[config.mk]
export PLATFORM = sky130hd
export DESIGN_NAME = mcric_queue
export DESIGN_NICKNAME = d
export VERILOG_FILES = /design/src/rtl/core/mcric_pkg.sv /design/src/rtl/core/mcric_queue.sv
export SDC_FILE = /design/constraint.sdc
export NUM_CORES = 1
export LEC_CHECK = 0
export ABC_AREA = 1
export BUFFER_PORTS_ARGS = -buffer_cell sky130_fd_sc_hd__buf_2
export CAP_MARGIN = 5
export CORE_MARGIN = 2
export CORE_UTILIZATION = 25
export DETAILED_ROUTE_END_ITERATION = 8
export SLEW_MARGIN = 10
export SYNTH_ARGS = -nofsm -noshare
export SYNTH_HDL_FRONTEND = slang
export SYNTH_SLANG_ARGS = --single-unit
[constraint.sdc]
create_clock -name clk -period 9.4 [get_ports clk]
set_clock_uncertainty 0.05 [all_clocks]
set_input_delay 1.88 -clock clk [delete_from_list [all_inputs] [get_ports clk]]
set_output_delay 1.88 -clock clk [all_outputs]
set_load 0.005 [all_outputs]
[src/rtl/core/mcric_pkg.sv]
// Types, constants and helper functions of the inlier scoring core.
`default_nettype none
package mcric_pkg;

  localparam int NUM_CAMERAS_DEF = 4;
  localparam int MAX_OBSERVATIONS_DEF = 65536;
  localparam int MOUNT_WORDS = 4;
  localparam int QUEUE_DEPTH = 2;
  localparam int QW = $clog2(QUEUE_DEPTH);

  // 0.05 m in 1/1024 m units, rounded up
  localparam logic signed [26:0] DEPTH_MIN = 27'sd52;
  localparam logic signed [43:0] POS_MAX = 44'sd67108863;
  localparam logic signed [43:0] POS_MIN = -44'sd67108864;

  // request kinds
  localparam logic ACT_SCORE = 1'b0;
  localparam logic ACT_MOUNT = 1'b1;

  // configuration register indexes
  localparam logic [2:0] CFG_ROT_ROW_A    = 3'd0;
  localparam logic [2:0] CFG_ROT_ROW_B    = 3'd1;
  localparam logic [2:0] CFG_ROT_ROW_C    = 3'd2;
  localparam logic [2:0] CFG_TRANS_XY     = 3'd3;
  localparam logic [2:0] CFG_TRANS_Z      = 3'd4;
  localparam logic [2:0] CFG_FOCAL        = 3'd5;
  localparam logic [2:0] CFG_PRINCIPAL    = 3'd6;
  localparam logic [2:0] CFG_MAX_ERROR    = 3'd7;

  typedef struct packed {
    logic               action;
    logic [1:0]         camera;
    logic signed [23:0] point_x;
    logic signed [23:0] point_y;
    logic signed [23:0] point_z;
    logic [15:0]        meas_u;
    logic [15:0]        meas_v;
    logic [1:0]         word_index;
    logic [63:0]        word_value;
    logic               last;
  } in_item_t;

  typedef struct packed {
    logic [15:0] obs_index;
    logic        in_front;
    logic        inlier;
    logic [15:0] inlier_count;
    logic        pass_done;
  } out_item_t;

  typedef struct packed {
    logic [2:0][47:0] rot;
    logic [47:0]      trans_xy;
    logic [23:0]      trans_z;
    logic [15:0]      focal;
    logic [31:0]      principal;
    logic [11:0]      max_err;
  } cfg_t;

  // request as it travels from front to back
  typedef struct packed {
    logic               is_mount;
    logic               cam_ok;
    logic [1:0]         camera;
    logic signed [24:0] d0;
    logic signed [24:0] d1;
    logic signed [24:0] d2;
    logic [15:0]        meas_u;
    logic [15:0]        meas_v;
    logic [1:0]         word_index;
    logic [63:0]        word_value;
    logic               last;
  } q_entry_t;

  // Q1.14 entry k of a packed rotation row
  function automatic logic signed [15:0] row_entry(input logic [47:0] row,
                                                   input logic [1:0] k);
    logic signed [15:0] r;
    case (k)
      2'd0: r = row[15:0];
      2'd1: r = row[31:16];
      default: r = row[47:32];
    endcase
    return r;
  endfunction

  // round to 1/1024 m (add half, floor shift by 14), saturate to 27 bits
  function automatic logic signed [26:0] round_sat(input logic signed [57:0] v);
    logic signed [57:0] t;
    logic signed [43:0] s;
    logic signed [26:0] r;
    t = v + 58'sd8192;
    s = 44'(t >>> 14);
    if (s > POS_MAX) r = 27'(POS_MAX);
    else if (s < POS_MIN) r = 27'(POS_MIN);
    else r = 27'(s);
    return r;
  endfunction

endpackage
`default_nettype wire

[src/rtl/core/mcric_queue.sv]
// Short request queue between front and back.
`default_nettype none
module mcric_queue (
  input  wire logic                clk,
  input  wire logic                rst,
  input  wire logic                push,
  output logic                     push_ready,
  input  wire mcric_pkg::q_entry_t push_data,
  output logic                     pop_valid,
  input  wire logic                pop,
  output mcric_pkg::q_entry_t      pop_data
);
  import mcric_pkg::*;

  q_entry_t      slots [QUEUE_DEPTH];
  logic [QW-1:0] wr_ptr;
  logic [QW-1:0] rd_ptr;
  logic [QW:0]   count;
  logic          do_push;
  logic          do_pop;

  assign push_ready = (count != (QW + 1)'(QUEUE_DEPTH));
  assign pop_valid  = (count != '0);
  assign pop_data   = slots[rd_ptr];
  assign do_push    = push && push_ready;
  assign do_pop     = pop && pop_valid;

  // pointers and fill level
  always_ff @(posedge clk) begin
    if (rst) begin
      wr_ptr <= '0;
      rd_ptr <= '0;
      count  <= '0;
    end else begin
      if (do_push) wr_ptr <= wr_ptr + 1'b1;
      if (do_pop)  rd_ptr <= rd_ptr + 1'b1;
      case ({do_push, do_pop})
        2'b10:   count <= count + 1'b1;
        2'b01:   count <= count - 1'b1;
        default: count <= count;
      endcase
    end
  end

  always_ff @(posedge clk) begin
    if (do_push) slots[wr_ptr] <= push_data;
  end

endmodule
`default_nettype wire

# After elaboration in Yosys (flattened, before gate mapping)
# Memories as Yosys holds them, arrays and structs flattened. A register that Yosys moved wholly into a read port is not among the register bits.
# Index checks and enable logic that the tools add are counted.
# totals
out_inout_bits,180
memories,1
in_bits,182
word_cells,20
ff_bits,4
mem_bits_rw,356
# op_classes
reduce_logical,4
n_mux,5
n_eq_ne,3
add_sub_neg,4
# memory_table
name,depth,word_bits,rd,rd_ports_with_merged_regs,write_ports,line,source
slots,2,178,1,1,1,mcric_queue.sv:15,q_entry_t slots [QUEUE_DEPTH];
# ops
cell,count
$mux W1,4
$pmux W2 S2,1
$reduce_bool A2 Y1,2
$add A1 B1 Y1 const B,2
$add A2 B1 Y2 const B,1
$eq A2 B1 Y1 const B,1
$eq A2 B2 Y1 const B,1
$logic_and A1 B1 Y1,2
$ne A2 B2 Y1 const B,1
$sub A2 B1 Y2 const B,1

# Longest topological paths before layout
# depth
depth_word,4
depth_mapped,10
mapped_depth_nobuf,10

# Worst setup path before layout
# OpenSTA, ideal clock, no wires.
# synth_timing
kind,input to register
from,input port push
to,memory slots[0][0] (netlist bit) (enable)
setup_time_ns,0.718
stages,2
required_time_ns,8.632
slack_ns,-0.727
t_arrival_ns,9.359
path_buffers,0
path_cell_list,nand2_1 nor2_1
# synth_via
elab_chain_cells,3
# synth_rtl
element,line,source
"start, declared",mcric_queue.sv:6,"input wire logic push,"
$logic_and A1 B1 Y1,mcric_queue.sv:25,assign do_push = push && push_ready;
$mux W1,mcric_queue.sv:46,if (do_push) slots[wr_ptr] <= push_data;
$mux W1 (implied by the code),mcric_queue.sv:46,
"end, declared",mcric_queue.sv:15,
# Every way passes these cells.

==> impl_results.md <==
* Leading area contributor after synthesis: edfxtp_1
* Place WS at 4820 ps
* Core region area at 0.0536 mm2
* Max Clk Rate at 220 MHz
* Input/output buffers at 361
* Leak pwr at 6.54 nW
* Antenna violations before repair at 6
* Setup CP Type: reg2out
* Layout cells sized above 1 at 59.7%
* Top post-synthesis cells by area: edfxtp_1 79%, mux2_4 11%, mux2_2 6.4%, buf_6 1.3%, dfxtp_1 0.74%
* Cell Pwr Density at 245 mW/mm2
* Row cnt at 85
* Status: completed
* Initial Utilization at 25.2%
* Postcts setup bufs at 0
* Synth Flop Type: edfxtp_1
* Final hold vios at 0
* First-pass detailed-route iteration total at 4
* DP Wirelength at 18300 um
* I/O Pins at 362
* YS warnings at 0
* Final Worst Setup Slack at 4860 ps
* GPL Wtd Cong at 0.670
* Endpoint class of the critical path: output port
* Post-route ant nets at 0
* Number of global-route vias before repair at 7179
* Post-Synthesis Cells at 592
* Clock-pin slew on the worst setup and hold paths at 60 ps
* Antenna cell count at 0
* CTS Root Cell: clkbuf_16
* Final wirelength at 27800 um
* Die Y at 236 um
* Final instance area at 0.0173 mm2
* Max Buffers Root-to-Sink at 3
* Synth top area share at 79.1%
* Startpoint types: flip-flop
* Hold_buf cts at 0
* Cts bufs inserted at 40
* Top-count cell post-synth: edfxtp_1
* Mapped Area at 0.0135 mm2
* Initial DRC Count at 285
* Nets@finish at 1166
* First-pass GRT wire length at 41400 um
* Avg WL per Cell at 16.3 um
* Drt drc at 0
* DP Area at 0.0161 mm2
* Yosys reg bits at 361
* Crit-path max FO at 107
* Clock Latency Late Sink at 530 ps
* Vias at 6808
* Setup TNS at 0 ps
* EDFF count, synth at 356
* Setup violators final at 0
* DIE AREA at 0.0559 mm2
* GRT Overall Usage at 9.59%
* Clock sinks at 361
* CTS H-tree depth at 2
* Grt ovf at 0
* Post-synth net total at 775
* HP Class: reg2reg
* TritonCTS clock tree: built
* Syn Area/Cell at 22.8 um2
* Worst slew margin at 29.5%
* Top cells by count, synth: 356 x edfxtp_1, 101 x mux2_4, 77 x mux2_2
* Synth cell types at 13
* Minimum clock period at 4540 ps
* Worst EP arrival at 2610 ps
* Max-cap check violation count at 0
* Sequential share of the synthesized area at 79.9%
* CP required at 7470 ps
* Worst Hold Margin at 469 ps
* Total power at 4.25 mW
* Largest net degree at the start of global routing at 108
* Vias per inst at 3.99
* Period utilization at 48.3%
* Ys async rst share at 0%
* Count of pins over their slew limit at 0
* RSZ-0062 raised after global routing: false
* Layout area overhead at 28.3%
* Maximum vdd drop at 0.000155 V
* Least-Margin Pin Slew at 1060 ps
* DIE WIDTH at 236 um
* CTS resizes at 0
## critical path, cell delays in order, from the launching register on
cell	delay, ps
dfxtp_4	710
buf_12	430
mux2_4	380
buf_2	140
## through the flow
stage | utilization, % | instances
after floorplan | - | 592
after global placement | 30.0 | 1637
after detailed placement | 30.0 | 1637
after CTS | 32.3 | 1707
after global routing | 32.3 | 1707
final | 32.3 | 1707
## layout make-up
class                           count  area (um2)
Clock buffer                       52        1090
Clock inverter                     18         163
Fill cell                        5248       36300
Inverter                            8        30.0
Multi-Input combinational cell    203        2510
Sequential cell                   361       10800
Tap cell                          696         871
Timing Repair Buffer              369        1880
## logic make-up (layout without fill, tap and decap cells)
family,after synthesis,in the layout,synth area share [%]
DFF,361,361,79.9
muxes,178,178,17.6
buffers and inverters,28,447,1.66
and+or+nand+nor,19,19,0.547
AOI/OAI and AO/OA,5,5,0.185
adders and majority gates,1,1,0.0926
## routing by layer
metal | share of wire, % | global-route usage [%]
met4 | 2.4 | 3.03
met3 | 8.1 | 3.86
met1 | 41 | 11.5
met2 | 48 | 15.8
met5 | 0.32 | 0
## final timing paths
| check | startpoint | endpoint | slack [ps] | depth (start not counted) |
|---|---|---|---|---|
| max reg2reg | count[0] | slots[1][83] | 6260 | 6 |
| max | flip-flop | pop_data[57] | 4860 | 3 |
| min reg2reg | rd_ptr | flip-flop | 470 | 2 |
| min | rd_ptr | flip-flop | 470 | 2 |
## placed cells by master (no fill, tap or decap), drive strengths merged
cell | synthesis | routed
buf | 20 | 369
edfxtp | 356 | 356
mux2 | 178 | 178
clkbuf | 0 | 52
clkinv | 0 | 13
nor2 | 10 | 10
inv | 8 | 9
nand2 | 8 | 8
dfxtp | 5 | 5
o21ai | 3 | 3
bufinv | 0 | 3
a21oi | 2 | 2
nand4 | 1 | 1
ha | 1 | 1
clkinvlp | 0 | 1
## flip-flops by register name (all words and copies together) (netlist names), named ones only
name,cells
count,2
rd_ptr,1
wr_ptr,1
slots,356
## where the power goes
part           internal, mW  switching, mW  total [mW]  leakage, nW
Combinational         0.387          0.350       0.737         2.56
Clock                 0.894          0.595        1.49        0.612
Sequential             1.97         0.0533        2.03         3.37
Total                  3.25          0.998        4.25         6.54
Power figures use the tool's default switching activity.
