**src/rtl/core/mcric_pkg.sv**
```systemverilog
// Types, constants and helper functions of the inlier scoring core.
`default_nettype none
package mcric_pkg;

  localparam int NUM_CAMERAS_DEF = 4;
  localparam int MAX_OBSERVATIONS_DEF = 65536;
  localparam int MOUNT_WORDS = 4;
  localparam int QUEUE_DEPTH = 2;
  localparam int QW = $clog2(QUEUE_DEPTH);

  // 0.05 m in 1/1024 m units, rounded up
  localparam logic signed [26:0] DEPTH_MIN = 27'sd52;
  localparam logic signed [43:0] POS_MAX = 44'sd67108863;
  localparam logic signed [43:0] POS_MIN = -44'sd67108864;

  // request kinds
  localparam logic ACT_SCORE = 1'b0;
  localparam logic ACT_MOUNT = 1'b1;

  // configuration register indexes
  localparam logic [2:0] CFG_ROT_ROW_A    = 3'd0;
  localparam logic [2:0] CFG_ROT_ROW_B    = 3'd1;
  localparam logic [2:0] CFG_ROT_ROW_C    = 3'd2;
  localparam logic [2:0] CFG_TRANS_XY     = 3'd3;
  localparam logic [2:0] CFG_TRANS_Z      = 3'd4;
  localparam logic [2:0] CFG_FOCAL        = 3'd5;
  localparam logic [2:0] CFG_PRINCIPAL    = 3'd6;
  localparam logic [2:0] CFG_MAX_ERROR    = 3'd7;

  typedef struct packed {
    logic               action;
    logic [1:0]         camera;
    logic signed [23:0] point_x;
    logic signed [23:0] point_y;
    logic signed [23:0] point_z;
    logic [15:0]        meas_u;
    logic [15:0]        meas_v;
    logic [1:0]         word_index;
    logic [63:0]        word_value;
    logic               last;
  } in_item_t;

  typedef struct packed {
    logic [15:0] obs_index;
    logic        in_front;
    logic        inlier;
    logic [15:0] inlier_count;
    logic        pass_done;
  } out_item_t;

  typedef struct packed {
    logic [2:0][47:0] rot;
    logic [47:0]      trans_xy;
    logic [23:0]      trans_z;
    logic [15:0]      focal;
    logic [31:0]      principal;
    logic [11:0]      max_err;
  } cfg_t;

  // request as it travels from front to back
  typedef struct packed {
    logic               is_mount;
    logic               cam_ok;
    logic [1:0]         camera;
    logic signed [24:0] d0;
    logic signed [24:0] d1;
    logic signed [24:0] d2;
    logic [15:0]        meas_u;
    logic [15:0]        meas_v;
    logic [1:0]         word_index;
    logic [63:0]        word_value;
    logic               last;
  } q_entry_t;

  // Q1.14 entry k of a packed rotation row
  function automatic logic signed [15:0] row_entry(input logic [47:0] row,
                                                   input logic [1:0] k);
    logic signed [15:0] r;
    case (k)
      2'd0: r = row[15:0];
      2'd1: r = row[31:16];
      default: r = row[47:32];
    endcase
    return r;
  endfunction

  // round to 1/1024 m (add half, floor shift by 14), saturate to 27 bits
  function automatic logic signed [26:0] round_sat(input logic signed [57:0] v);
    logic signed [57:0] t;
    logic signed [43:0] s;
    logic signed [26:0] r;
    t = v + 58'sd8192;
    s = 44'(t >>> 14);
    if (s > POS_MAX) r = 27'(POS_MAX);
    else if (s < POS_MIN) r = 27'(POS_MIN);
    else r = 27'(s);
    return r;
  endfunction

endpackage
`default_nettype wire

```
**src/rtl/core/mcric_front.sv**
```systemverilog
// Front end: takes requests, classifies them and forms the map offsets.
`default_nettype none
module mcric_front #(
  parameter int NUM_CAMERAS = mcric_pkg::NUM_CAMERAS_DEF
) (
  input  wire logic                clk,
  input  wire logic                rst,
  input  wire mcric_pkg::cfg_t     cfg,
  input  wire logic                in_valid,
  output logic                     in_stall,
  input  wire mcric_pkg::in_item_t in_item,
  output logic                     q_push,
  input  wire logic                q_ready,
  output mcric_pkg::q_entry_t      q_data
);
  import mcric_pkg::*;

  logic               f_valid;
  q_entry_t           f_entry;
  q_entry_t           entry_in;
  logic               f_drop;
  logic               f_done;
  logic signed [23:0] tx, ty, tz;

  assign tx = cfg.trans_xy[23:0];
  assign ty = cfg.trans_xy[47:24];
  assign tz = cfg.trans_z;

  // classify and subtract body position
  always_comb begin
    entry_in = '0;
    entry_in.is_mount   = (in_item.action == ACT_MOUNT);
    entry_in.cam_ok     = (32'(in_item.camera) < NUM_CAMERAS);
    entry_in.camera     = in_item.camera;
    entry_in.d0         = 25'(in_item.point_x) - 25'(tx);
    entry_in.d1         = 25'(in_item.point_y) - 25'(ty);
    entry_in.d2         = 25'(in_item.point_z) - 25'(tz);
    entry_in.meas_u     = in_item.meas_u;
    entry_in.meas_v     = in_item.meas_v;
    entry_in.word_index = in_item.word_index;
    entry_in.word_value = in_item.word_value;
    entry_in.last       = in_item.last;
  end

  // mount writes for a missing camera are dropped here
  assign f_drop   = f_entry.is_mount && !f_entry.cam_ok;
  assign q_push   = f_valid && !f_drop;
  assign q_data   = f_entry;
  assign f_done   = f_valid && (f_drop || q_ready);
  assign in_stall = f_valid && !f_done;

  always_ff @(posedge clk) begin
    if (rst) begin
      f_valid <= 1'b0;
    end else if (in_valid && !in_stall) begin
      f_valid <= 1'b1;
    end else if (f_done) begin
      f_valid <= 1'b0;
    end
  end

  always_ff @(posedge clk) begin
    if (in_valid && !in_stall) begin
      f_entry <= entry_in;
    end
  end

endmodule
`default_nettype wire

```
**config.mk**
```make
export PLATFORM = sky130hd
export DESIGN_NAME = mcric_front
export DESIGN_NICKNAME = d
export VERILOG_FILES = /design/src/rtl/core/mcric_pkg.sv /design/src/rtl/core/mcric_front.sv
export SDC_FILE = /design/constraint.sdc
export NUM_CORES = 1
export LEC_CHECK = 0
export BUFFER_PORTS_ARGS = -buffer_cell sky130_fd_sc_hd__buf_2
export CAP_MARGIN = 20
export CORE_AREA = 2 2 243 245
export DETAILED_ROUTE_END_ITERATION = 8
export DIE_AREA = 0 0 245 247
export GPL_TIMING_DRIVEN = 0
export PLACE_DENSITY = 0.35
export SLEW_MARGIN = 20
export SYNTH_ARGS = -nofsm -noshare
export SYNTH_HDL_FRONTEND = slang
export SYNTH_SLANG_ARGS = --single-unit
```
**constraint.sdc**
```tcl
create_clock -name clk -period 21.3 [get_ports clk]
set_clock_uncertainty 0.1 [all_clocks]
set_input_delay 1.065 -clock clk [delete_from_list [all_inputs] [get_ports clk]]
set_output_delay 1.065 -clock clk [all_outputs]
set_load 0.05 [all_outputs]
```
Word-level counts from Yosys, hierarchy flattened
Index checks and enable logic that the tools add are counted.
{"block": "word_totals", "inputBits": 454, "output_inout_bits": 180, "ff_bits": 178, "word_cells": 22}
{"block": "classes", "addsub": 3, "reduce_logical": 6, "mux": 2}
{"cell": "$sub A24 B24 Y25", "n": 3}
{"cell": "$logic_and A1 B1 Y1", "n": 3}
{"cell": "$logic_not A1 Y1", "n": 2}
{"cell": "$mux W1", "n": 2}
{"cell": "$reduce_bool A2 Y1", "n": 1}

Longest topological paths before layout
{"block": "depth", "word_depth": 6, "mapped_depth": 11, "ltp_nobuf": 11}

Worst setup path after synthesis
No wires, ideal clock.
{"block": "synth_timing", "kind": "input to register", "startpoint": "input q_ready", "endpoint": "register f_entry (netlist bit q_data[0]), enable pin", "arrival_time_ns": 9.067, "setup_slack_ns": 11.400, "required_time_ns": 20.467, "setup_ns": 0.733, "stages": 2, "path_buffers": 0, "cell_sequence": "nor2b_1 -> nor2b_1"}
{"block": "synth_between", "elab_chain_cells": 5}
{"item": "start: declaration", "line_no": "mcric_front.sv:13", "rtl": "input wire logic q_ready,"}
{"item": "$logic_and A1 B1 Y1", "line_no": "mcric_front.sv:49", "rtl": "assign f_done = f_valid && (f_drop || q_ready);"}
{"item": "$logic_not A1 Y1", "line_no": "mcric_front.sv:50", "rtl": "assign in_stall = f_valid && !f_done;"}
{"item": "$logic_and A1 B1 Y1", "line_no": "mcric_front.sv:50"}
{"item": "$logic_not A1 Y1", "line_no": "mcric_front.sv:63", "rtl": "if (in_valid && !in_stall) begin"}
{"item": "$logic_and A1 B1 Y1", "line_no": "mcric_front.sv:63"}
{"item": "end signal: assignment", "line_no": "mcric_front.sv:64", "rtl": "f_entry <= entry_in;"}
{"item": "end: declaration", "line_no": "mcric_front.sv:19", "rtl": "q_entry_t f_entry;"}
No other way between the ends.
A chain may end at the register's enable or synchronous reset.

==> out/qor.yml <==
status:
  outcome: "finished clean"
sta:
  max_slew_margin_pct: 51.4
  fin_crit_sh_pct: 16.6
  period_minus_slack_ns: 3.54
  setup_viol: 0
  timing.fmax_mhz: 283
  timing_hold_violations_final: 0
  worst_pin_slew_ns: 0.728
  setup_ws_ns: 17.76
  rsz0062_at_grt: "false"
  setup_tns_ns: 0
  final_max_slew_viol_count: 0
  whs_ns: 0.635
critical_path:
  critPathLaunchType: "primary input"
  rrSetupSlack_ns: 19.05
  cp-end-kind: "flip-flop"
  required_ns: 21.39
  cp_max_fo: 5
  crit_end: "q_data[123]"
  critical_path_class: "in -> reg"
  worstPathArrival_ns: 3.63
  reg2reg_depth: 5
  crit_start: "cfg[60]"
  r2r_end: "q_data[135]"
  r2r_start: "f_valid"
cells_and_area:
  syn_to_final_growth_pct: 41.8
  drive_gt1_share_pct: 39.8
  mostFrequentLayoutCell: "buf_2"
  mostFrequentLayoutCells: "buf_2 (432), edfxtp_1 (177), inv_1 (98), ha_1 (72), a21oi_1 (54)"
  nets: 1748
synthesis:
  synthDominantCellAreaShare_pct: 57.0
  ys_seq_area_share_pct: 57.3
  postSynthCellCount: 765
  synth.largest_area_cell: "edfxtp_1"
  synthArstFlopShare_pct: 0
  ys_ff_latch: 178
  synthTopCellsByArea: "edfxtp_1 (57%), ha_1 (9.7%), xnor2_1 (4.7%)"
  synthFlopType: "edfxtp_1"
  synth_edf_count: 177
  syn_area_per_cell_sq_um: 12.2
  ys_types: 63
  syn_area_sq_um: 9320
  yosys_warnings: 0
  syn_nets: 1294
cts:
  post-cts-setup-buffers: 0
  ctsResizeCount: 0
  cts_made_buffers: 17
  clock_latency_ns: 0.48
  hold_buffers: 0
  cts.path.max_buffers: 2
  clk_pin_slew_ns: 0.08
  clockRootBuffer: "clkbuf_16"
  clock-sinks: 178
  cts_max_level: 4
  cts_tree: "yes"
floorplan:
  start_util_pct: 16.0
  fp.dieW_microns: 245
  dieArea_sq_um: 60500
  ios: 634
  design.core.area_sq_um: 58200
  fp-row-count: 89
  dieHeight_microns: 247
placement:
  port_buffers: 428
  dpl.hpwl_mm: 27.4
  gp_congestion: 0.786
  pre_cts_ws_ns: 17.20
flow_run:
  max_cap_viol_count: 0
worst_hold_path:
  holdCritPathClass: "reg -> reg"
routing:
  postRouteAntennaNets: 0
  via_per_inst: 3.77
  routed_wl_mm: 32.8
  wire_per_inst_microns: 16.3
  dr.pass1.iters: 4
  drt_iter0_markers: 302
  vias: 7577
  drcViolationCount: 0
pwr:
  power_leakage_nw: 5.87
  ir_drop_mv: 0.0594
  power_density_nw_per_um2: 81.9
global_routing:
  grt_max_degree: 27
  grt_pass1_wl_mm: 47.6
  grt_pass1_vias: 7668
  track_usage_pct: 10.6
  antenna_found_initial: 5
  overflow: 0
-- how the worst min path moves through the flow --
stage	from	end	slack, ns	depth (start not counted)
floorplan	f_valid	f_valid	0.97	3
global placement	f_valid	f_valid	0.62	3
detailed placement	f_valid	f_valid	0.62	3
CTS	rst	f_valid	0.59	2
global route	in_item[13]	q_data[13]	0.62	1
finish	f_valid	f_valid	0.63	3
-- layer usage --
metal,wire (microns),track usage (%),vias to the layer above
met5,39,0,-
met4,468,3.66,6
met3,2660,3.84,26
met2,14900,16.5,272
met1,14700,13.5,3562
li1,-,-,3711
-- registers in the layout (all words and copies together), names as in the netlist --
signal   count
f_valid      1
q_data     177
-- cell families (layout without fill, tap and decap cells) --
kind of cell	after synthesis	in the layout	synth area share (%)
buffers and inverters	108	575	4.44
flip-flops	178	178	57.3
adder cells (fa/ha/maj)	75	75	10.3
AO/OA/AOI/OAI	193	193	14.4
AND/OR/NAND/NOR	152	152	8.08
XOR/XNOR	58	58	5.45
other	1	4	0.0402
-- metrics by stage --
stage	std cells	area, sq um	util [%]	power [W]
floorplan	765	9320	-	0.000662
global placement	1966	12400	21.3	0.000759
detailed placement	1973	12600	21.6	0.000753
CTS	2005	13200	22.7	0.00111
global route	2005	13200	22.7	0.00114
finish	2008	13200	22.7	0.00108
-- cells in the mapped netlist, drive strengths merged (3+ instances only) --
| master | count |
|---|---|
| o2111ai | 4 |
| fa | 3 |
| nor2 | 41 |
| nor2b | 14 |
| a21o | 27 |
| and2 | 4 |
| nand4 | 6 |
| o21bai | 7 |
| o31ai | 3 |
| xor2 | 8 |
| o21a | 8 |
| buf | 5 |
| ha | 72 |
| a21oi | 58 |
| edfxtp | 177 |
| inv | 98 |
| nor3 | 8 |
| nand2b | 13 |
| and3 | 5 |
| xnor2 | 50 |
| a31oi | 7 |
| o31a | 4 |
| a221oi | 3 |
| o211ai | 5 |
| clkbuf | 5 |
| a21boi | 4 |
| o22ai | 3 |
| nand2 | 35 |
| nand3 | 15 |
| o21ai | 38 |
| a211oi | 9 |
-- critical path: stages --
cell,delay [ns]
buf_2,0.10
ha_1,0.26
fa_1,0.47
nor2b_4,0.14
o2111ai_1,0.17
a21boi_2,0.32
a221oi_4,0.13
o22a_4,0.29
a2111oi_0,0.54
o22ai_1,0.14
-- cell type report --
cell class / instances / area (sq um)
plain buffers: 10 / 46.3
flip-flops and latches: 178 / 5340
diodes: 3 / 7.51
clock buffers: 17 / 425
repair buffers: 435 / 2280
well taps: 773 / 967
fillers: 6355 / 45000
multi-input cells: 479 / 3580
inverters: 98 / 368
clock inverters: 15 / 203
-- report_power, final --
| group | internal (W) | leakage [nW] | switching, W |
|---|---|---|---|
| Sequential | 0.000427 | 1.72 | 0.00000756 |
| Clock | 0.000162 | 0.298 | 0.000177 |
| Combinational | 0.0000931 | 3.85 | 0.000215 |
(Power assumes the default switching activity.)
